File: src/hw/rtl/rpem_pkg.sv
// ----------------------------------------------------------------------------
// rpem_pkg
// types and codes shared by the relative page extent map modules
// ----------------------------------------------------------------------------
package rpem_pkg;

  localparam int PAGE_W = 64;

  localparam logic OP_ASSIGN    = 1'b0;
  localparam logic OP_TRANSLATE = 1'b1;

  typedef enum logic [1:0] {
    STS_OK        = 2'd0,
    STS_NOT_FOUND = 2'd1,
    STS_FULL      = 2'd2,
    STS_ORDER     = 2'd3
  } status_t;

  typedef enum logic [2:0] {
    ST_IDLE,
    ST_ASN_CHECK,
    ST_ASN_ADD,
    ST_SRCH,
    ST_CMP,
    ST_RESULT
  } state_t;

  typedef struct packed {
    logic load;
    logic asn_reject;
    logic asn_new;
    logic asn_diff;
    logic asn_add;
    logic srch_cmp;
    logic srch_done;
    logic out_load;
  } dp_cmd_t;

  typedef struct packed {
    logic asn_first;
    logic asn_err;
    logic srch_more;
  } dp_stat_t;

endpackage

File: src/hw/rtl/rpem_ctrl.sv
// ----------------------------------------------------------------------------
// rpem_ctrl
// sequencer for assign and translate requests and the result handshake
// ----------------------------------------------------------------------------
module rpem_ctrl import rpem_pkg::*; (
  input  logic     clk,
  input  logic     rst_n,
  input  logic     in_valid,
  input  logic     in_operation,
  output logic     in_ready,
  output logic     out_valid,
  input  logic     out_ready,
  input  dp_stat_t stat,
  output dp_cmd_t  cmd
);

  state_t state_r, state_nxt;
  logic   out_valid_r, out_valid_nxt;

  always_comb begin
    state_nxt = state_r;
    unique case (state_r)
      ST_IDLE: begin
        if (in_valid) begin
          unique case (in_operation)
            OP_ASSIGN:    state_nxt = ST_ASN_CHECK;
            OP_TRANSLATE: state_nxt = ST_SRCH;
          endcase
        end
      end
      ST_ASN_CHECK: begin
        if (stat.asn_err || stat.asn_first) begin
          state_nxt = ST_RESULT;
        end else begin
          state_nxt = ST_ASN_ADD;
        end
      end
      ST_ASN_ADD: state_nxt = ST_RESULT;
      ST_SRCH: begin
        if (stat.srch_more) begin
          state_nxt = ST_CMP;
        end else begin
          state_nxt = ST_RESULT;
        end
      end
      ST_CMP: state_nxt = ST_SRCH;
      ST_RESULT: begin
        if (!out_valid_r || out_ready) begin
          state_nxt = ST_IDLE;
        end
      end
      default: state_nxt = ST_IDLE;
    endcase
  end

  always_comb begin
    cmd      = '0;
    in_ready = 1'b0;
    unique case (state_r)
      ST_IDLE: begin
        in_ready = 1'b1;
        cmd.load = in_valid;
      end
      ST_ASN_CHECK: begin
        priority if (stat.asn_err) begin
          cmd.asn_reject = 1'b1;
        end else if (stat.asn_first) begin
          cmd.asn_new = 1'b1;
        end else begin
          cmd.asn_diff = 1'b1;
        end
      end
      ST_ASN_ADD: cmd.asn_add = 1'b1;
      ST_SRCH:    cmd.srch_done = !stat.srch_more;
      ST_CMP:     cmd.srch_cmp = 1'b1;
      ST_RESULT:  cmd.out_load = !out_valid_r || out_ready;
      default: begin
        cmd      = '0;
        in_ready = 1'b0;
      end
    endcase
  end

  always_comb begin
    out_valid_nxt = out_valid_r;
    priority if (cmd.out_load) begin
      out_valid_nxt = 1'b1;
    end else if (out_ready) begin
      out_valid_nxt = 1'b0;
    end
  end

  always_ff @(posedge clk) begin
    if (!rst_n) begin
      state_r     <= ST_IDLE;
      out_valid_r <= 1'b0;
    end else begin
      state_r     <= state_nxt;
      out_valid_r <= out_valid_nxt;
    end
  end

  assign out_valid = out_valid_r;

endmodule

File: config.mk
export PLATFORM = sky130hd
export DESIGN_NAME = rpem_ctrl
export DESIGN_NICKNAME = d
export VERILOG_FILES = /design/src/hw/rtl/rpem_pkg.sv /design/src/hw/rtl/rpem_ctrl.sv
export SDC_FILE = /design/constraint.sdc
export NUM_CORES = 1
export LEC_CHECK = 0
export ABC_CLOCK_PERIOD_IN_PS = 1500
export BUFFER_PORTS_ARGS = -buffer_cell sky130_fd_sc_hd__buf_2
export CAP_MARGIN = 20
export CORE_AREA = 8 8 45 47
export CTS_CLUSTER_DIAMETER = 150
export DETAILED_ROUTE_END_ITERATION = 7
export DIE_AREA = 0 0 53 55
export HOLD_SLACK_MARGIN = 0.15
export PLACE_DENSITY_LB_ADDON = 0.08
export SLEW_MARGIN = 10
export SYNTH_ARGS = -nofsm -noshare
export SYNTH_HDL_FRONTEND = slang
export SYNTH_SLANG_ARGS = --single-unit
File: constraint.sdc
create_clock -name clk -period 1.5 [get_ports clk]
set_clock_uncertainty 0.2 [all_clocks]
set_input_delay 0.075 -clock clk [delete_from_list [all_inputs] [get_ports clk]]
set_output_delay 0.075 -clock clk [all_outputs]
set_load 0.005 [all_outputs]
==> reports/results.ini <==
[power_and_ir_drop]
p_leak_nw = 0.2551
p_per_area_nw_per_um2 = 820.3
ir_worst_vdd_mv = 0.3302
report.power.total_mw = 0.4136

[synthesis]
netlist_top_cells_area = dfxtp_1 (25%), buf_6 (6.9%), nor3b_1 (6.9%)
synth_top_cell_by_area = dfxtp_1
yosysUniqueCellTypes = 24
yosysSeqAreaShare_pct = 24.52
synth_top_area_share_pct = 24.52
syn_area_um2 = 326.6
synth_nets = 44
ys_seq_elements = 4
synth_area_per_cell_um2 = 9.071
netlist_instances = 36
yosysWarnings = 0

[timing]
finalCritPeriodShare_pct = 93.12
finalCriticalPeriod_ns = 1.397
tightest_slew_ns = 0.2896
setup_viol = 0
setup_slack_ns = 0.1033
fmax_mhz = 716.0
slew_headroom_pct = 80.44
rsz0062_at_grt = yes
slew_violations = 0
hold_viol = 0

[route]
drtIter0Drc = 3
via_per_inst = 4.421
antenna_left = 0
wire_per_inst_um = 11.33
route.detailed.drc = 0
drt-total-wl_um = 861
first_pass_iters = 3
vias = 336

[critical_path]
required_ns = 1.22
critPathArrivalTime_ns = 1.12
critPathKind = in2out
cp_max_fo = 2
cp-start-kind = primary input
worstSetupEndpointType = output pin

[finish]
design_area_um2 = 504.2
nets = 70
fillCellCount = 146
syn_to_final_growth_pct = 54.41
num_antenna_cells = 0
final_layout_size_suffix_gt1_share_pct = 48.33
fin_util_pct = 36.44

[floorplan]
initial_core_util_pct = 23.60
core-area_um2 = 1384
ios = 18
dieHeight_um = 55
chipWidth_um = 53
core.rowCount = 14
die_area_um2 = 2915

[status]
outcome = finished clean

[clock_tree]
htree_num_levels = 1
cts-root-buf = clkbuf_4
clockBufferDepth = 2
clk_latency_ns = 0.23
numCtsBuffers = 3
cts_tree = yes
post-cts-setup-buffer-count = 0
clk_pin_slew_ns = 0.04
clock-sinks = 4

[global_routing]
first_global_vias = 348
overflow = 0
grt_max_degree = 12
antenna_found_initial = 0
grt_first_pass_wirelength_um = 1455
grt_usage_pct = 6.885

[placed_design]
routabilityCongestion = 0.6322
placed_cell_area_um2 = 395.4
pre_cts_slack_ns = 0.1551
io_buffers = 17
hpwl_um = 709

[run]
drv_cap = 0

[hold_path]
hp-class = reg2reg

flip-flops by register name, summed over array words and instances (netlist names):
name and cells:
out_valid 1, state_r 3
path summary, 6_finish.rpt:
path,from,end,slack [ns],cells past startpoint
setup / recovery,stat[0],cmd[1],0.10,5
hold / removal,out_valid,out_valid,0.32,2
setup reg to reg,state_r[2],state_r[1],0.22,3
hold reg to reg,out_valid,out_valid,0.32,2
stage by stage:
| step | setup TNS [ns] | hold WS (ns) | cells |
|---|---|---|---|
| CTS | 0 | 0.3401 | 76 |
| global route | -0.01431 | 0.3705 | 76 |
| detailed placement | 0 | 0.1588 | 66 |
| floorplan | 0 | -0.01676 | 36 |
| finish | 0 | 0.3238 | 76 |
| global placement | 0 | 0.1505 | 66 |
where the power goes:
group          switching, mW  internal (mW)
Sequential            0.0289          0.121
Combinational         0.0509         0.0823
Clock                 0.0416         0.0893
Total                  0.121          0.292
routing by layer:
layer	routed length (µm)	global-route usage (%)	up-vias
li1	-	-	179
met1	361	6.991	145
met2	417	10.35	10
met3	72	3.209	2
met4	10	6.466	0
met5	0	0	-
cells in the mapped netlist:
master,instances
a31oi_1,1
o41ai_1,1
a21boi_1,1
clkbuf_8,1
a21oi_1,1
and2_1,1
nor3b_1,3
o21bai_1,2
o32a_1,1
o21a_1,1
and3_1,1
dfxtp_1,4
nand3b_4,1
buf_6,2
buf_4,1
a21boi_0,1
nand2b_1,3
a21o_1,2
nand2_1,1
or2_1,1
nor2_1,2
nor3_1,2
nor3b_2,1
nor2b_1,1
area by class of cell:
cell class / count / area (µm²) / share of cell area [%]
Multi-Input combinational cell: 28 / 215.2 / 42.68
Timing Repair Buffer: 25 / 162.7 / 32.26
Sequential cell: 4 / 83.83 / 16.63
Clock buffer: 3 / 22.52 / 4.466
Tap cell: 16 / 20.02 / 3.970
critical path, cell delays in order:
cell and delay, ns:
dlygate4sd3_1 0.53, buf_2 0.11, nand2b_1 0.15, nor2_1 0.12
buf_2 0.13
logic make-up (layout without fill, tap and decap cells):
group	Yosys count	after routing	synth area share [%]
simple gates	17	17	36.79
compound gates	11	11	25.29
flops	4	4	24.52
buf+inv	4	28	13.41
repair_timing:
item,in CTS,in global routing
hold endpoints to repair,4,0
hold buffers,7,0
endpoints found under the setup margin,1,4
gates resized for setup,1,5
placed cells by master (no fill, tap or decap), types with 2 or more instances in the layout:
cell type	count
a21o_1	2
dlygate4sd3_1	7
clkbuf_4	3
nor3b_1	2
nor3b_2	2
o21bai_1	2
dfxtp_2	3
buf_2	17
nand2b_1	3
Power figures use the tool's default switching activity.
